$ cat src/rtl/model_matrix_from_trs_macros.svh
// Assertion macros shared by the model_matrix_from_trs RTL.
// Depends on clk_i and rst_ni being visible where a macro is used.
`ifndef MODEL_MATRIX_FROM_TRS_MACROS_SVH
`define MODEL_MATRIX_FROM_TRS_MACROS_SVH
`ifndef NO_ASSERTIONS
`define MMTRS_ASSERT(lbl, prop) \
  lbl: assert property (@(posedge clk_i) disable iff (!rst_ni) prop) \
    else $error("mmtrs check failed");
`define MMTRS_ASSERT_ALWAYS(lbl, prop) \
  lbl: assert property (@(posedge clk_i) prop) \
    else $error("mmtrs check failed");
`else
`define MMTRS_ASSERT(lbl, prop)
`define MMTRS_ASSERT_ALWAYS(lbl, prop)
`endif
`endif

$ cat src/rtl/mmtrs_pkg.sv
// Types, constants and arithmetic helpers for the TRS model matrix block.
// No dependencies.
package mmtrs_pkg;

  localparam int unsigned WordW     = 32;
  localparam int unsigned CordSteps = 18;
  localparam int unsigned XyW       = 34;
  localparam int unsigned ZW        = 26;
  localparam int unsigned ZinW      = 23;
  localparam int unsigned RotW      = 34;
  localparam int unsigned RW        = 35;
  localparam int unsigned PrdW      = RW + WordW;
  localparam int unsigned AngLat    = 2;
  localparam int unsigned CorLat    = CordSteps + 1;
  localparam int unsigned NumOut    = 12;

  // 92 full turns: lifts every input angle above zero
  localparam logic signed [33:0] TurnBias   = 34'sd2170552320;
  localparam logic [14:0]        RecipMul   = 15'd23302;
  localparam int unsigned        RecipShift = 20;
  localparam logic [15:0]        QuarterDiv = 16'd45;
  localparam logic signed [XyW-1:0] CordGain = 34'sd652032874;

  localparam logic [1:0] Quad0 = 2'd0;
  localparam logic [1:0] Quad1 = 2'd1;
  localparam logic [1:0] Quad2 = 2'd2;

  typedef logic signed [WordW-1:0] word_t;

  typedef struct packed {
    word_t [2:0] pos;
    word_t [2:0] scale;
  } side_t;

  typedef struct packed {
    logic [1:0]      quad;
    logic [ZinW-1:0] z;
  } ang_t;

  typedef struct packed {
    word_t c;
    word_t s;
  } trig_t;

  typedef logic signed [PrdW-1:0] prod_t;

  function automatic logic signed [ZW-1:0] atan_deg(input logic [4:0] idx);
    logic signed [ZW-1:0] v;
    case (idx)
      5'd0:  v = 26'sd2949120;
      5'd1:  v = 26'sd1740967;
      5'd2:  v = 26'sd919879;
      5'd3:  v = 26'sd466945;
      5'd4:  v = 26'sd234379;
      5'd5:  v = 26'sd117304;
      5'd6:  v = 26'sd58666;
      5'd7:  v = 26'sd29335;
      5'd8:  v = 26'sd14668;
      5'd9:  v = 26'sd7334;
      5'd10: v = 26'sd3667;
      5'd11: v = 26'sd1833;
      5'd12: v = 26'sd917;
      5'd13: v = 26'sd458;
      5'd14: v = 26'sd229;
      5'd15: v = 26'sd115;
      5'd16: v = 26'sd57;
      5'd17: v = 26'sd29;
      default: v = '0;
    endcase
    return v;
  endfunction

  // Q2.30 product, rounded to nearest with ties up
  function automatic logic signed [RotW-1:0] mul30(input logic signed [RotW-1:0] a,
                                                   input logic signed [RotW-1:0] b);
    logic signed [2*RotW-1:0] p;
    p = a * b + 68'sd536870912;
    return p[RotW+29:30];
  endfunction

endpackage

$ cat src/rtl/mmtrs_cordic.sv
// Pipelined rotation CORDIC in degrees, one step per stage, then quadrant fold.
// Depends on mmtrs_pkg.
module mmtrs_cordic (
  input  logic             clk_i,
  input  logic             rst_ni,
  input  logic             en_i,
  input  logic             valid_i,
  input  mmtrs_pkg::ang_t  ang_i,
  output logic             valid_o,
  output mmtrs_pkg::trig_t trig_o
);
  import mmtrs_pkg::*;

  logic signed [XyW-1:0] xi [CordSteps];
  logic signed [XyW-1:0] yi [CordSteps];
  logic signed [ZW-1:0]  zi [CordSteps];
  logic signed [XyW-1:0] xn [CordSteps];
  logic signed [XyW-1:0] yn [CordSteps];
  logic signed [ZW-1:0]  zn [CordSteps];
  logic signed [XyW-1:0] x_q [CordSteps];
  logic signed [XyW-1:0] y_q [CordSteps];
  logic signed [ZW-1:0]  z_q [CordSteps];
  logic [1:0]            quad_q [CordSteps];
  logic [CordSteps-1:0]  vld_q;
  logic                  fold_vld_q;
  trig_t                 trig_d, trig_q;
  logic signed [XyW-1:0] xl, yl;

  always_comb begin
    for (int i = 0; i < CordSteps; i++) begin
      if (i == 0) begin
        xi[i] = CordGain;
        yi[i] = '0;
        zi[i] = ZW'({1'b0, ang_i.z});
      end else begin
        xi[i] = x_q[i-1];
        yi[i] = y_q[i-1];
        zi[i] = z_q[i-1];
      end
      if (!zi[i][ZW-1]) begin
        xn[i] = xi[i] - (yi[i] >>> i);
        yn[i] = yi[i] + (xi[i] >>> i);
        zn[i] = zi[i] - atan_deg(5'(i));
      end else begin
        xn[i] = xi[i] + (yi[i] >>> i);
        yn[i] = yi[i] - (xi[i] >>> i);
        zn[i] = zi[i] + atan_deg(5'(i));
      end
    end
  end

  always_comb begin
    xl = x_q[CordSteps-1];
    yl = y_q[CordSteps-1];
    case (quad_q[CordSteps-1])
      Quad0: begin
        trig_d.c = WordW'(xl);
        trig_d.s = WordW'(yl);
      end
      Quad1: begin
        trig_d.c = WordW'(-yl);
        trig_d.s = WordW'(xl);
      end
      Quad2: begin
        trig_d.c = WordW'(-xl);
        trig_d.s = WordW'(-yl);
      end
      default: begin
        trig_d.c = WordW'(yl);
        trig_d.s = WordW'(-xl);
      end
    endcase
  end

  always_ff @(posedge clk_i or negedge rst_ni) begin
    if (!rst_ni) begin
      vld_q      <= '0;
      fold_vld_q <= 1'b0;
    end else if (en_i) begin
      vld_q      <= {vld_q[CordSteps-2:0], valid_i};
      fold_vld_q <= vld_q[CordSteps-1];
    end
  end

  always_ff @(posedge clk_i) begin
    if (en_i) begin
      for (int i = 0; i < CordSteps; i++) begin
        x_q[i]    <= xn[i];
        y_q[i]    <= yn[i];
        z_q[i]    <= zn[i];
        quad_q[i] <= (i == 0) ? ang_i.quad : quad_q[(i == 0) ? 0 : i-1];
      end
      trig_q <= trig_d;
    end
  end

  assign valid_o = fold_vld_q;
  assign trig_o  = trig_q;

endmodule

$ cat config.mk
export PLATFORM = sky130hd
export DESIGN_NAME = mmtrs_cordic
export DESIGN_NICKNAME = d
export VERILOG_FILES = /design/src/rtl/model_matrix_from_trs_macros.svh /design/src/rtl/mmtrs_pkg.sv /design/src/rtl/mmtrs_cordic.sv
export SDC_FILE = /design/constraint.sdc
export NUM_CORES = 2
export LEC_CHECK = 0
export BUFFER_PORTS_ARGS = -buffer_cell sky130_fd_sc_hd__buf_2
export CAP_MARGIN = 0
export CORE_MARGIN = 2
export CORE_UTILIZATION = 55
export CTS_CLUSTER_DIAMETER = 60
export DETAILED_ROUTE_END_ITERATION = 12
export PLACE_DENSITY = 0.71
export SYNTH_ARGS = -nofsm -noshare
export SYNTH_HDL_FRONTEND = slang
export SYNTH_SLANG_ARGS = --single-unit
$ cat constraint.sdc
create_clock -name clk_i -period 6.9 [get_ports clk_i]
set_clock_uncertainty 0.1 [all_clocks]
set_input_delay 1.035 -clock clk_i [delete_from_list [all_inputs] [get_ports clk_i]]
set_output_delay 1.035 -clock clk_i [all_outputs]
set_load 0.005 [all_outputs]
-- Word level (Yosys, flattened, before mapping)
Memory sizes are Yosys's and may differ from the RTL's.
Cells that the tools add are included.
- add/sub/neg operators: 105
- equal/unequal tests: 2
- multiplexer cells: 88
- reduce and logical (&&, ||, !) cells: 1
- operators by type and width (kind ; number):
    2-to-1 mux 26 bit ; 51
    2-to-1 mux 34 bit ; 34
    adder 26 bit ; 17
    subtractor 26 bit ; 17
    case mux 64 bit (3 select lines) ; 1
    adder 34 x 17 -> 34 bit ; 2
    adder 34 x 18 -> 34 bit ; 2
    adder 34 x 19 -> 34 bit ; 2
    adder 34 x 20 -> 34 bit ; 2
    adder 34 x 21 -> 34 bit ; 2
    adder 34 x 22 -> 34 bit ; 2
    adder 34 x 23 -> 34 bit ; 2
    adder 34 x 24 -> 34 bit ; 2
    adder 34 x 25 -> 34 bit ; 2
    adder 34 x 26 -> 34 bit ; 2
    adder 34 x 27 -> 34 bit ; 2
    adder 34 x 28 -> 34 bit ; 2
    adder 34 x 29 -> 34 bit ; 2
    adder 34 x 30 -> 34 bit ; 2
    adder 34 x 31 -> 34 bit ; 2
    adder 34 x 32 -> 34 bit ; 2
    adder 34 x 33 -> 34 bit ; 2
    subtractor 34 x 17 -> 34 bit ; 2
    subtractor 34 x 18 -> 34 bit ; 2
    21 further kinds ; 38
- register bits: 83
- memory bits (writable): 1728
- bits of input ports: 29
- output and inout bits: 65
- word-level logic and storage cells: 204
- memories: 4
- memories (name ; words ; width ; read ports ; clocked after memory_dff ; write ports ; RTL line ; source):
    x_q ; 18 ; 34 ; 18 ; 0 ; 18 ; mmtrs_cordic.sv:20 ; logic signed [XyW-1:0] x_q [CordSteps];
    y_q ; 18 ; 34 ; 18 ; 0 ; 18 ; mmtrs_cordic.sv:21 ; logic signed [XyW-1:0] y_q [CordSteps];
    z_q ; 18 ; 26 ; 17 ; 0 ; 18 ; mmtrs_cordic.sv:22 ; logic signed [ZW-1:0] z_q [CordSteps];
    quad_q ; 18 ; 2 ; 18 ; 0 ; 18 ; mmtrs_cordic.sv:23 ; logic [1:0] quad_q [CordSteps];

-- Longest topological paths before layout
An unclocked memory read counts as a cell.
- depth after elaboration: 4
- depth in mapped cells: 22
- mapped depth without buffers: 22

-- Worst setup path before layout
Ideal clock, no wire load.
- kind: register to register
- from: mem y_q[2][8]
- to: mem x_q[3][33], data pin
- library setup time: 0.259 ns
- arrival: 4.488 ns
- required time: 6.541 ns
- slack: 2.053 ns
- cell stages (with the launch flop): 19
- buffers on the path: 0
- period minus slack after synthesis: 4.847 ns
- cell sequence: edfxtp_1 > or4_1 > nor3_1 > nor3b_1 > nand2_1 > nor2_1 > nand2_1 > o41ai_1 > xnor2_1 > ha_1 > nand3_1 > nor3_1 > and4_1 > a21oi_1 > a21oi_1 > and4_1 > a2111oi_0 > a21oi_1 > xnor2_1
- RTL lines (element ; RTL line):
    start, declared ; mmtrs_cordic.sv:21
    end, declared ; mmtrs_cordic.sv:20

==> results.json <==
{
  "die_w_um": 494.1,
  "yosysWarnings": 0,
  "first_global_vias": 100109,
  "fmax_ghz": 0.1715,
  "fillers": 19961,
  "netlist_top_cells_area": "edfxtp_1, ha_1, xnor2_1",
  "setup-tns-final_ns": 0,
  "overflow": 0,
  "hpwl_um": 279500,
  "drive_gt1_frac": 0.04720,
  "cts.sinks": 1618,
  "multiInputGateArea_mm2": 0.08053,
  "wl_um": 354500,
  "post_cts_buffers": 0,
  "regArea_mm2": 0.04849,
  "required_ns": 7.40,
  "root_buffer": "clkbuf_16",
  "max_cap_viol_count": 0,
  "post-route-period-util": 0.8450,
  "synth_area_leader_cell": "edfxtp_1",
  "initial_core_util": 0.5545,
  "use_met1": 0.3813,
  "synth_seq_cells": 1618,
  "io_buffers": 93,
  "syn_nets": 15168,
  "worst_path_largest_cell_delay_ns": 0.89,
  "run_status": "finished, final reports clean",
  "clock_latency_ns": 0.84,
  "dieArea_mm2": 0.2442,
  "synth_top_cell_area_share": 0.3634,
  "synth.yosys.seq_area_share": 0.3670,
  "grt_usage": 0.2833,
  "holdBufCountCts": 1,
  "drt-pass1-iter-count": 6,
  "relSlewSlack": 0.1033,
  "io_pins": 94,
  "place_congestion": 0.9472,
  "cp_max_fo": 6,
  "synth_edf_count": 1599,
  "grt_util_met2": 0.4726,
  "crit_family": "simple AND/OR/NAND/NOR gates",
  "cts_resized": 0,
  "final_nets": 15275,
  "cts_made_buffers": 200,
  "antenna_found_initial": 6,
  "drt-wirelength-per-cell_um": 20.72,
  "critical_path_class": "reg2reg",
  "rsz0062_at_grt": "no",
  "use_met3": 0.03513,
  "clk_pin_slew_ns": 0.06,
  "syn_inst": 13665,
  "yosys-top-cells-count": "edfxtp_1, a21oi_1, ha_1",
  "drtAntennaViolNets": 0,
  "grt_pass1_wl_um": 556600,
  "min_period_ns": 5.831,
  "setup_violations": 0,
  "syn_to_final_growth_pct": 8.228,
  "ys.flop_type": "edfxtp_1",
  "cts.path.max_buffers": 3,
  "slew_violations": 0,
  "gr-max-usage-layer": "met2",
  "crit_path_cell_trace": "or4_1, nor4_1, and2_1, nor4b_1, a21oi_1, xor2_1, ha_1, a21o_1, a21o_1, a21oi_1, o21ai_0, nor4b_1, nor2_1, a31oi_1, xnor2_1",
  "route.detailed.drc": 0,
  "cts_tree": "built",
  "cts-htree-levels": 4,
  "synth.cell_area_mm2": 0.1321,
  "synth.most_common_cell": "edfxtp_1",
  "syn_area_per_cell_um2": 9.669,
  "core_area_mm2": 0.2383,
  "tightest_slew_ns": 1.337,
  "worst_setup_path_start_kind": "register",
  "die_h_um": 494.1,
  "synth_cell_types": 89,
  "rows": 179,
  "via_per_inst": 6.063,
  "min_path_type": "in2reg",
  "finalHoldViolCount": 0,
  "cp_num_buf_inv": 0,
  "async_flop_share": 0.01174,
  "crit_path_top_delay_cell": "nor4b_1",
  "arrival_ns": 6.34,
  "grt_max_degree": 199,
  "drt_iter0_drc": 8099,
  "cp-end-kind": "register",
  "num_vias": 103752
}
metrics by stage:
stage / utilization / cell area [um2] / hold slack, ns / worst slack, ns / instances
final: 0.6001 / 143000 / 0.2398 / 1.069 / 17111
after global routing: 0.6001 / 143000 / 0.2009 / 0.7141 / 17110
after CTS: 0.6001 / 143000 / 0.1835 / 1.214 / 17109
after detailed placement: 0.5720 / 136300 / 0.3045 / 1.222 / 16736
after global placement: 0.5720 / 136300 / 0.3006 / 1.337 / 16736
after floorplan: - / 132100 / 0.3003 / 2.053 / 13665
cell usage in the layout, fill, tap and decap left out, types with 231 or more instances in the layout:
cell / Yosys / routed
a21o_1: 723 / 723
a21oi_1: 1526 / 1526
edfxtp_1: 1599 / 1599
ha_1: 1430 / 1430
inv_1: 543 / 541
nand2_1: 696 / 696
nand2b_1: 231 / 231
nor2_1: 1151 / 1151
nor3_1: 355 / 355
o21ai_0: 656 / 656
xnor2_1: 1315 / 1315
xor2_1: 704 / 704
final cells by class:
cell class | instances | share of cell area
multi-input combinational | 11221 | 0.5632
sequential | 1618 | 0.3391
clock buffer | 228 | 0.03588
tap | 3167 | 0.02771
inverter | 547 | 0.01436
clock inverter | 144 | 0.01090
timing repair buffer | 184 | 0.008854
antenna | 2 | 0.00003500
layer usage:
layer	routed length, um	vias to the layer above
li1	-	50767
met1	158100	49709
met2	166100	2716
met3	17950	558
met4	12410	2
met5	11	-
path summary, 6_finish.rpt:
path | depth (start not counted) | start | endpoint | slack (ns)
setup / recovery | 15 | y_q[4][10]$_DFFE_PP_ | x_q[5][29]$_DFFE_PP_ | 1.07
hold / removal | 1 | ang_i[8] | z_q[0][8]$_DFFE_PP_ | 0.24
setup reg to reg | 15 | y_q[4][10]$_DFFE_PP_ | x_q[5][29]$_DFFE_PP_ | 1.07
hold reg to reg | 0 | quad_q[5][0]$_DFFE_PP_ | quad_q[6][0]$_DFFE_PP_ | 0.32
max in group asynchronous | 2 | rst_ni | vld_q[11]$_DFFE_PN0P_ | 5.85
min in group asynchronous | 2 | rst_ni | vld_q[17]$_DFFE_PN0P_ | 0.56
cell families (layout without fill, tap and decap cells):
logic type      after synthesis  in the layout  synth area share
flops                      1618           1618            0.3670
other cells                   0              2                 0
compound gates             4115           4115            0.1953
simple gates               3480           3480            0.1273
xor+xnor                   2019           2019            0.1338
mux                         133            133           0.01101
buf+inv                     826           1103           0.02350
fa+ha+maj                  1474           1474            0.1421
state kept, by name, indices dropped and copies added (netlist names):
name,flops
quad_q,36
y_q,543
valid_o,1
x_q,541
trig_o,64
vld_q,18
z_q,415
Power is not shown: default switching activity piles up to over one toggle a cycle in this logic, so the estimate is an artifact.
