**src/rtl/model_matrix_from_trs_macros.svh**
```systemverilog
// Assertion macros shared by the model_matrix_from_trs RTL.
// Depends on clk_i and rst_ni being visible where a macro is used.
`ifndef MODEL_MATRIX_FROM_TRS_MACROS_SVH
`define MODEL_MATRIX_FROM_TRS_MACROS_SVH
`ifndef NO_ASSERTIONS
`define MMTRS_ASSERT(lbl, prop) \
  lbl: assert property (@(posedge clk_i) disable iff (!rst_ni) prop) \
    else $error("mmtrs check failed");
`define MMTRS_ASSERT_ALWAYS(lbl, prop) \
  lbl: assert property (@(posedge clk_i) prop) \
    else $error("mmtrs check failed");
`else
`define MMTRS_ASSERT(lbl, prop)
`define MMTRS_ASSERT_ALWAYS(lbl, prop)
`endif
`endif

```
**src/rtl/mmtrs_pkg.sv**
```systemverilog
// Types, constants and arithmetic helpers for the TRS model matrix block.
// No dependencies.
package mmtrs_pkg;

  localparam int unsigned WordW     = 32;
  localparam int unsigned CordSteps = 18;
  localparam int unsigned XyW       = 34;
  localparam int unsigned ZW        = 26;
  localparam int unsigned ZinW      = 23;
  localparam int unsigned RotW      = 34;
  localparam int unsigned RW        = 35;
  localparam int unsigned PrdW      = RW + WordW;
  localparam int unsigned AngLat    = 2;
  localparam int unsigned CorLat    = CordSteps + 1;
  localparam int unsigned NumOut    = 12;

  // 92 full turns: lifts every input angle above zero
  localparam logic signed [33:0] TurnBias   = 34'sd2170552320;
  localparam logic [14:0]        RecipMul   = 15'd23302;
  localparam int unsigned        RecipShift = 20;
  localparam logic [15:0]        QuarterDiv = 16'd45;
  localparam logic signed [XyW-1:0] CordGain = 34'sd652032874;

  localparam logic [1:0] Quad0 = 2'd0;
  localparam logic [1:0] Quad1 = 2'd1;
  localparam logic [1:0] Quad2 = 2'd2;

  typedef logic signed [WordW-1:0] word_t;

  typedef struct packed {
    word_t [2:0] pos;
    word_t [2:0] scale;
  } side_t;

  typedef struct packed {
    logic [1:0]      quad;
    logic [ZinW-1:0] z;
  } ang_t;

  typedef struct packed {
    word_t c;
    word_t s;
  } trig_t;

  typedef logic signed [PrdW-1:0] prod_t;

  function automatic logic signed [ZW-1:0] atan_deg(input logic [4:0] idx);
    logic signed [ZW-1:0] v;
    case (idx)
      5'd0:  v = 26'sd2949120;
      5'd1:  v = 26'sd1740967;
      5'd2:  v = 26'sd919879;
      5'd3:  v = 26'sd466945;
      5'd4:  v = 26'sd234379;
      5'd5:  v = 26'sd117304;
      5'd6:  v = 26'sd58666;
      5'd7:  v = 26'sd29335;
      5'd8:  v = 26'sd14668;
      5'd9:  v = 26'sd7334;
      5'd10: v = 26'sd3667;
      5'd11: v = 26'sd1833;
      5'd12: v = 26'sd917;
      5'd13: v = 26'sd458;
      5'd14: v = 26'sd229;
      5'd15: v = 26'sd115;
      5'd16: v = 26'sd57;
      5'd17: v = 26'sd29;
      default: v = '0;
    endcase
    return v;
  endfunction

  // Q2.30 product, rounded to nearest with ties up
  function automatic logic signed [RotW-1:0] mul30(input logic signed [RotW-1:0] a,
                                                   input logic signed [RotW-1:0] b);
    logic signed [2*RotW-1:0] p;
    p = a * b + 68'sd536870912;
    return p[RotW+29:30];
  endfunction

endpackage

```
**src/rtl/mmtrs_angle.sv**
```systemverilog
// Angle reduction: Q16.16 degrees to quadrant and remainder below 90 degrees.
// Depends on mmtrs_pkg.
module mmtrs_angle (
  input  logic                clk_i,
  input  logic                rst_ni,
  input  logic                en_i,
  input  logic                valid_i,
  input  mmtrs_pkg::word_t    angle_i,
  output logic                valid_o,
  output mmtrs_pkg::ang_t     ang_o
);
  import mmtrs_pkg::*;

  logic signed [33:0] u;
  logic [15:0]        hi;
  logic [30:0]        prod_d, prod_q;
  logic [15:0]        hi_q;
  logic [16:0]        lo_q;
  logic               v1_q, v2_q;
  logic [10:0]        quo;
  logic [15:0]        rem;
  ang_t               ang_d, ang_q;

  always_comb begin
    u      = {{2{angle_i[WordW-1]}}, angle_i} + TurnBias;
    hi     = u[32:17];
    prod_d = 31'(hi) * 31'(RecipMul);
  end

  always_comb begin
    quo        = prod_q[30:RecipShift];
    rem        = hi_q - 16'(quo) * QuarterDiv;
    ang_d.quad = quo[1:0];
    ang_d.z    = {rem[5:0], lo_q};
  end

  always_ff @(posedge clk_i or negedge rst_ni) begin
    if (!rst_ni) begin
      v1_q <= 1'b0;
      v2_q <= 1'b0;
    end else if (en_i) begin
      v1_q <= valid_i;
      v2_q <= v1_q;
    end
  end

  always_ff @(posedge clk_i) begin
    if (en_i) begin
      prod_q <= prod_d;
      hi_q   <= hi;
      lo_q   <= u[16:0];
      ang_q  <= ang_d;
    end
  end

  assign valid_o = v2_q;
  assign ang_o   = ang_q;

endmodule

```
**config.mk**
```make
export PLATFORM = sky130hd
export DESIGN_NAME = mmtrs_angle
export DESIGN_NICKNAME = d
export VERILOG_FILES = /design/src/rtl/model_matrix_from_trs_macros.svh /design/src/rtl/mmtrs_pkg.sv /design/src/rtl/mmtrs_angle.sv
export SDC_FILE = /design/constraint.sdc
export NUM_CORES = 1
export LEC_CHECK = 0
export BUFFER_PORTS_ARGS = -buffer_cell sky130_fd_sc_hd__buf_2
export CORE_ASPECT_RATIO = 1.75
export CORE_UTILIZATION = 40
export CTS_CLUSTER_DIAMETER = 150
export DETAILED_ROUTE_END_ITERATION = 7
export PLACE_DENSITY = 0.68
export SKIP_CTS_REPAIR_TIMING = 1
export SLEW_MARGIN = 20
export SYNTH_ARGS = -nofsm -noshare
export SYNTH_HDL_FRONTEND = slang
export SYNTH_SLANG_ARGS = --single-unit
```
**constraint.sdc**
```tcl
create_clock -name clk_i -period 3 [get_ports clk_i]
set_clock_uncertainty 0.1 [all_clocks]
set_input_delay 0.3 -clock clk_i [delete_from_list [all_inputs] [get_ports clk_i]]
set_output_delay 0.3 -clock clk_i [all_outputs]
set_load 0.1 [all_outputs]
```
### Yosys cells after proc, flatten, opt, wreduce, memory -nomap -nowiden

Index checks and enable logic that the tools add are counted.

* bits in registers: 80
* input port bits: 36
* logic and storage cells: 11

* add/subtract/negate cells: 2
* multipliers: 2

Operator list (count)
* adder 32 x 33 -> 33 bit (second input constant): 1
* multiplier 16 x 14 -> 30 bit (second input constant): 1
* multiplier 11 x 6 -> 6 bit (second input constant): 1
* subtractor 6 bit: 1

### Depth between registers and ports, before layout

Gate-level depths: netlist of the first run.

* word-level depth: 2
* depth in mapped cells: 23

### Worst setup path after synthesis of the first run

No wires, ideal clock.

* kind: input to register
* from: input angle_i[21]
* to: register prod_q[22] (data pin)
* buffers on the path: 0
* library setup time: 273 ps
* required time: 2627 ps
* stages on the path: 19
* data arrival time: 5447 ps
* setup slack: -2821 ps
* cells stage by stage: inv_1 > ha_1 > xnor2_1 > ha_1 > inv_1 > fa_1 > inv_1 > fa_1 > fa_1 > fa_1 > inv_1 > fa_1 > inv_1 > ha_1 > nand2_1 > or3_1 > o41a_1 > mux2i_1 > o2111ai_1

* word-level cells in the longest chain between the ends: 2

Ends and longest elaborated chain
* start, declared: line mmtrs_angle.sv:8 `input mmtrs_pkg::word_t angle_i,`
* adder 32 x 33 -> 33 bit: line mmtrs_angle.sv:25 `u = {{2{angle_i[WordW-1]}}, angle_i} + TurnBias;`
* multiplier 16 x 14 -> 30 bit: line mmtrs_angle.sv:27 `prod_d = 31'(hi) * 31'(RecipMul);`
* net prod_d[22]: line mmtrs_angle.sv:16 `logic [30:0] prod_d, prod_q;`
* end signal, assigned: line mmtrs_angle.sv:49 `prod_q <= prod_d;`
* end, declared: line mmtrs_angle.sv:16

The timed path passes the listed nets, and every way through them passes these cells.
A chain may end at the register's enable or synchronous reset.

### Worst setup path after layout of the first run

* from: input angle_i[21]
* to: register prod_q[21] (data pin)

* word-level cells in the longest chain between the ends: 2

Ends and longest elaborated chain
* adder 32 x 33 -> 33 bit: line mmtrs_angle.sv:25
* net u[21]: line mmtrs_angle.sv:14 `logic signed [33:0] u;`
* multiplier 16 x 14 -> 30 bit: line mmtrs_angle.sv:27
* net prod_d[21]: line mmtrs_angle.sv:16

The timed path passes the listed nets, and every way through them passes these cells.

==> results of run 1 <==
cells in the mapped netlist (4+ instances only):
master	count	area (um2)
inv_1	106	398
ha_1	98	1230
edfxtp_1	54	1620
fa_1	46	921
xnor2_1	31	272
a21oi_1	20	100
nand2_1	18	67.6
a21o_1	16	120
xor2_1	15	131
o21ai_0	7	35.0
nand3_1	6	30.0
o21a_1	6	45.0
nand4_1	4	25.0
per-stage QoR:
stage	instances	setup TNS (ns)	worst slack, ns	hold slack [ns]
after global placement	820	-14.94	-2.56	-0.0171
after CTS	828	-13.64	-2.39	-0.332
final	833	-12.17	-2.14	0.0778
after detailed placement	820	-15.46	-2.68	-0.0138
after floorplan	488	-13.28	-2.35	-0.0956
after global routing	833	-13.32	-2.34	0.0753
cells by family (layout without fill, tap and decap cells):
logic type	after synthesis	in the layout	synth area share
buffers and inverters	112	283	0.0762
XOR/XNOR	52	52	0.0919
flip-flops	56	56	0.303
multiplexers	3	3	0.00590
adder cells (fa/ha/maj)	144	144	0.389
AO/OA/AOI/OAI	69	69	0.0830
AND/OR/NAND/NOR	52	52	0.0508
per-layer routing:
| layer | routed length [um] | track usage |
|---|---|---|
| met5 | 0 | 0 |
| met1 | 4060 | 0.166 |
| met3 | 220 | 0.00725 |
| met2 | 7160 | 0.365 |
| met4 | 401 | 0.0756 |
critical path: stages:
cell,delay (ns)
buf_8,0.08
clkinvlp_4,0.09
ha_4,0.20
xnor2_4,0.15
ha_4,0.27
inv_2,0.03
fa_1,0.46
inv_1,0.05
fa_1,0.46
fa_1,0.50
fa_1,0.52
inv_1,0.05
fa_1,0.52
inv_2,0.05
ha_4,0.27
nand2_2,0.05
or3_4,0.37
o41a_1,0.35
a21boi_2,0.17
xnor2_1,0.13
layout make-up:
class,count,area [um2],share of cell area
Clock buffer,5,125,0.0169
Tap cell,174,218,0.0294
Sequential cell,56,1670,0.226
Timing Repair Buffer,166,1110,0.149
Clock inverter,3,50.0,0.00676
Multi-Input combinational cell,320,3810,0.515
Inverter,109,415,0.0561
how the worst max path moves through the flow:
stage | startpoint | to | slack (ns) | depth (start not counted)
after global routing | angle_i[22] | prod_q[21]$_DFFE_PP_ | -2.34 | 19
after detailed placement | angle_i[21] | prod_q[25]$_DFFE_PP_ | -2.68 | 21
after CTS | angle_i[21] | prod_q[25]$_DFFE_PP_ | -2.39 | 22
after global placement | angle_i[21] | prod_q[21]$_DFFE_PP_ | -2.56 | 20
after floorplan | angle_i[21] | prod_q[21]$_DFFE_PP_ | -2.35 | 19
final | angle_i[21] | prod_q[21]$_DFFE_PP_ | -2.14 | 20
flip-flops by register name (all words and copies together), names as in the netlist:
signal,cells
hi_q,6
valid_o,1
prod_q,6
lo_q,17
v1_q,1
ang_o,25
==> run metrics, run 1 <==
DP Wirelength=10.4 mm; Mapped Cells=488; initial antenna violation count=0; Antenna Nets Post-Route=0; Worst Hold Path Cells=1; CP arrival=5.09 ns; final wirelength=11.8 mm; CP Launch Type=input port; clk sink count=56; DR vias/cell=4.86; number of synthesized flops with an enable pin=54; root buf cell=clkbuf_16; most common cell after layout, fill and taps aside=buf_4; Iter 0 DRT Violations=about 70; HP Class=input port to register; htree depth=2; CP endpoint kind=register; All-Layer GR Usage=0.172; CTS tree=built; Req. time, crit path=2.95 ns; Finished Core Util=0.550; RSZ-0062 raised after global routing=yes; clk slew on worst S/H paths=0.07 ns; die area=14300 um2; Worst R2R Start=prod_q[22]$_DFFE_PP_; Die X=~91 um; crit path kind=input port to register; Rows=56; Tcrit/Tclk final=1.71; largest net degree at the start of global routing=30; Reg2Reg Depth=8; final hold vios=0; status=finished, violations left; port buffer count=61; Slew Viols, Final=0; Core Footprint=13500 um2; drt drc=0; global route total overflow=0; Hold EP=lo_q[14]$_DFFE_PP_; final instance area=7400 um2; relative slew slack=0.594; Layout area overhead=34.1%; worst skew pair latency=0.29 ns; failing checks=setup timing; RePlAce Congestion=approximately 0.9; first-pass GRT wire length=19.3 mm; Seq/Total Area, Yosys=0.303; CP max FO=3; worst slew pin tran=a little over 0.6 ns; synth unique cells=47; Hold Startpoint=angle_i[14]; number of global-route vias before repair=4371; Starting Density=0.410; Post-Syn Nets=about 670; Tmin final=just over 5 ns; ys flop type=edfxtp_1; #FFs+latches synth=between 50 and 60; worst-case clock buffer depth=2; Avg Inst Size Synth=between 10 and 15 um2; setup ws final=-2.14 ns; r2r setup slk=0.21 ns; max_cap viols=0; placed cell area=around 7000 um2; Top-Level Pins=62; Vias=4052; 1st-pass router iterations=4; Setup violations, final=6; WL/cell=14.2 um; Synth Cell Area=between 5000 and 6000 um2; Num CTS Buffers=5; antenna diode count=0; Ys Warns=0; share of cells above drive strength 1=0.358; reg-to-reg endpoint=ang_o[22]$_DFFE_PP_; Async SR Flop Fraction=0.0357; Fmax=0.195 GHz; Fill cells=1161; highest-count cells in the layout ignoring fill and taps=buf_4, inv_1, ha_1, buf_2, edfxtp_1; nets=838; Die H=157 um
Power of run 1 is not shown: default switching activity piles up to over one toggle a cycle in this logic, so the estimate is an artifact.
==> run 2: changes to the inputs <==
CAP_MARGIN = 15   (was unset)
GPL_TIMING_DRIVEN = 0   (was unset)
==> run 2 against run 1 <==
Against the previous run:
- the flow still finishes with violations (setup timing)
- routed wire length fell by 5.5%
- register-to-register slack improved by 0.03 ns
- worst hold slack worse by 0.0047 ns
- first-iteration DRC count rose by 4.4%
- critical endpoint is now prod_q[25]$_DFFE_PP_
==> run metrics, run 2 (same netlist as run 1, synthesis figures left out) <==
clk slew on worst S/H paths=0.07 ns (about the same); CP Launch Type=input port; largest net degree at the start of global routing=57 (+90%); setup ws final=-2.28 ns (-0.138 ns); Slowest-stage cell, CP=fa_1; htree depth=2 (unchanged); failing checks=setup timing; Top-Level Pins=62 (unchanged); critical path's largest stage delay=0.54 ns (+0.02 ns); Die H=157 um (unchanged); global route total overflow=0 (unchanged); CP max FO=4 (+1); Req. time, crit path=2.93 ns (-0.02 ns); WL/cell=14.9 um (+4.7%); max_cap viols=0 (unchanged); Vias=3750 (-7.5%); share of cells above drive strength 1=0.273 (-0.0848); CP arrival=5.21 ns (+0.12 ns); Tcrit/Tclk final=1.76 (+0.0460); Finished Core Util=0.508 (-0.0417); Rows=56 (unchanged); 1st-pass router iterations=4 (unchanged); relative slew slack=0.555 (-0.0393); Iter 0 DRT Violations=71 (+4.4%); most common cell after layout, fill and taps aside=inv_1; Antenna Nets Post-Route=0 (unchanged); RePlAce Congestion=0.931 (+2.4%); highest-count cells in the layout ignoring fill and taps=inv_1, ha_1, buf_2, edfxtp_1, fa_1; Tmin final=5.28 ns (+0.138 ns); HP Class=input port to register; DP Wirelength=9.46 mm (-9.4%); clk sink count=56 (unchanged); Starting Density=0.410 (unchanged); All-Layer GR Usage=0.162 (-0.00975); Layout area overhead=24.0%; RSZ-0062 raised after global routing=yes; initial antenna violation count=0 (unchanged); crit path kind=input port to register; port buffer count=61 (unchanged); CP endpoint kind=register; number of global-route vias before repair=3902 (-11%); Slew Viols, Final=0 (unchanged); final hold vios=0 (unchanged); Fill cells=1215 (+4.7%); CTS tree=built; worst path cell trace=buf_8 -> clkinvlp_4 -> ha_4 -> inv_6 -> ha_4 -> inv_2 -> fa_1 -> inv_2 -> fa_1 -> fa_1 -> inv_2 -> fa_1 -> fa_1 -> inv_2 -> ha_4 -> nand4_1 -> nor4_1 -> a2bb2oi_4 -> nand3_2 -> a31oi_4 -> xnor3_1; die area=14300 um2 (unchanged); Setup violations, final=6 (unchanged); final wirelength=11.2 mm (-5.5%); Die X=90.8 um (unchanged); worst-case clock buffer depth=2 (unchanged); Num CTS Buffers=5 (unchanged); nets=757 (-9.7%); root buf cell=clkbuf_16; max reg flops=25 (unchanged); status=finished, violations left; first-pass GRT wire length=17.7 mm (-8.0%); Core Footprint=13500 um2 (unchanged); DR vias/cell=4.99 (+2.5%); worst slew pin tran=0.668 ns (+0.0590 ns); drt drc=0 (unchanged); Fmax=0.189 GHz (-2.6%); worst skew pair latency=0.30 ns (about the same); cell mode on critical path=fa_1; antenna diode count=0 (unchanged)
==> run 2: worst paths after layout <==
kind | start | endpoint | slack (ns) | cells after the start
setup / recovery | angle_i[21] | prod_q[25]$_DFFE_PP_ | -2.28 | 21
hold / removal | angle_i[5] | lo_q[5]$_DFFE_PP_ | 0.07 | 1
setup reg to reg | prod_q[22]$_DFFE_PP_ | ang_o[22]$_DFFE_PP_ | 0.24 | 8
hold reg to reg | lo_q[3]$_DFFE_PP_ | ang_o[3]$_DFFE_PP_ | 0.32 | 0
max in group asynchronous | rst_ni | v1_q$_DFFE_PN0P_ | 2.50 | 2
min in group asynchronous | rst_ni | valid_o$_DFFE_PN0P_ | 0.20 | 2
==> run 2: layer usage <==
layer / GRT usage / wire length, um
met1: 0.157 / 3960
met2: 0.333 / 6600
met3: 0.0121 / 229
met4: 0.0847 / 404
met5: 0 / 0
==> run 2: area by class of cell <==
| cell class | instances | area [um2] | area share |
|---|---|---|---|
| clock buffer | 5 | 125 | 0.0183 |
| multi-input combinational | 320 | 3870 | 0.566 |
| sequential | 56 | 1670 | 0.244 |
| inverter | 109 | 418 | 0.0611 |
| timing repair buffer | 84 | 493 | 0.0721 |
| tap | 174 | 218 | 0.0318 |
| buffer | 1 | 13.8 | 0.00201 |
| clock inverter | 3 | 28.8 | 0.00421 |
==> run 2: through the flow <==
step	hold slack, ns	area (um2)	std cells	setup TNS (ns)	setup WS, ns
finish	0.0731	6840	752	-12.78	-2.28
global route	0.0614	6840	752	-13.67	-2.43
CTS	-0.337	6460	731	-15.22	-2.74
detailed placement	-0.00850	6310	723	-17.02	-3.00
global placement	-0.0170	6310	723	-16.60	-2.87
floorplan	-0.0956	5790	488	-13.28	-2.35
==> run 2: critical path, delay by kind of cell <==
kind / cells / cell delay [ns]
AOI/OAI and AO/OA: 2 / 0.21
xor gates and xnor gates: 1 / 0.20
adders and majority gates: 8 / 3.36
buffers and inverters: 7 / 0.39
and+or+nand+nor: 3 / 0.73
Power of run 2 is left out for the same reason.
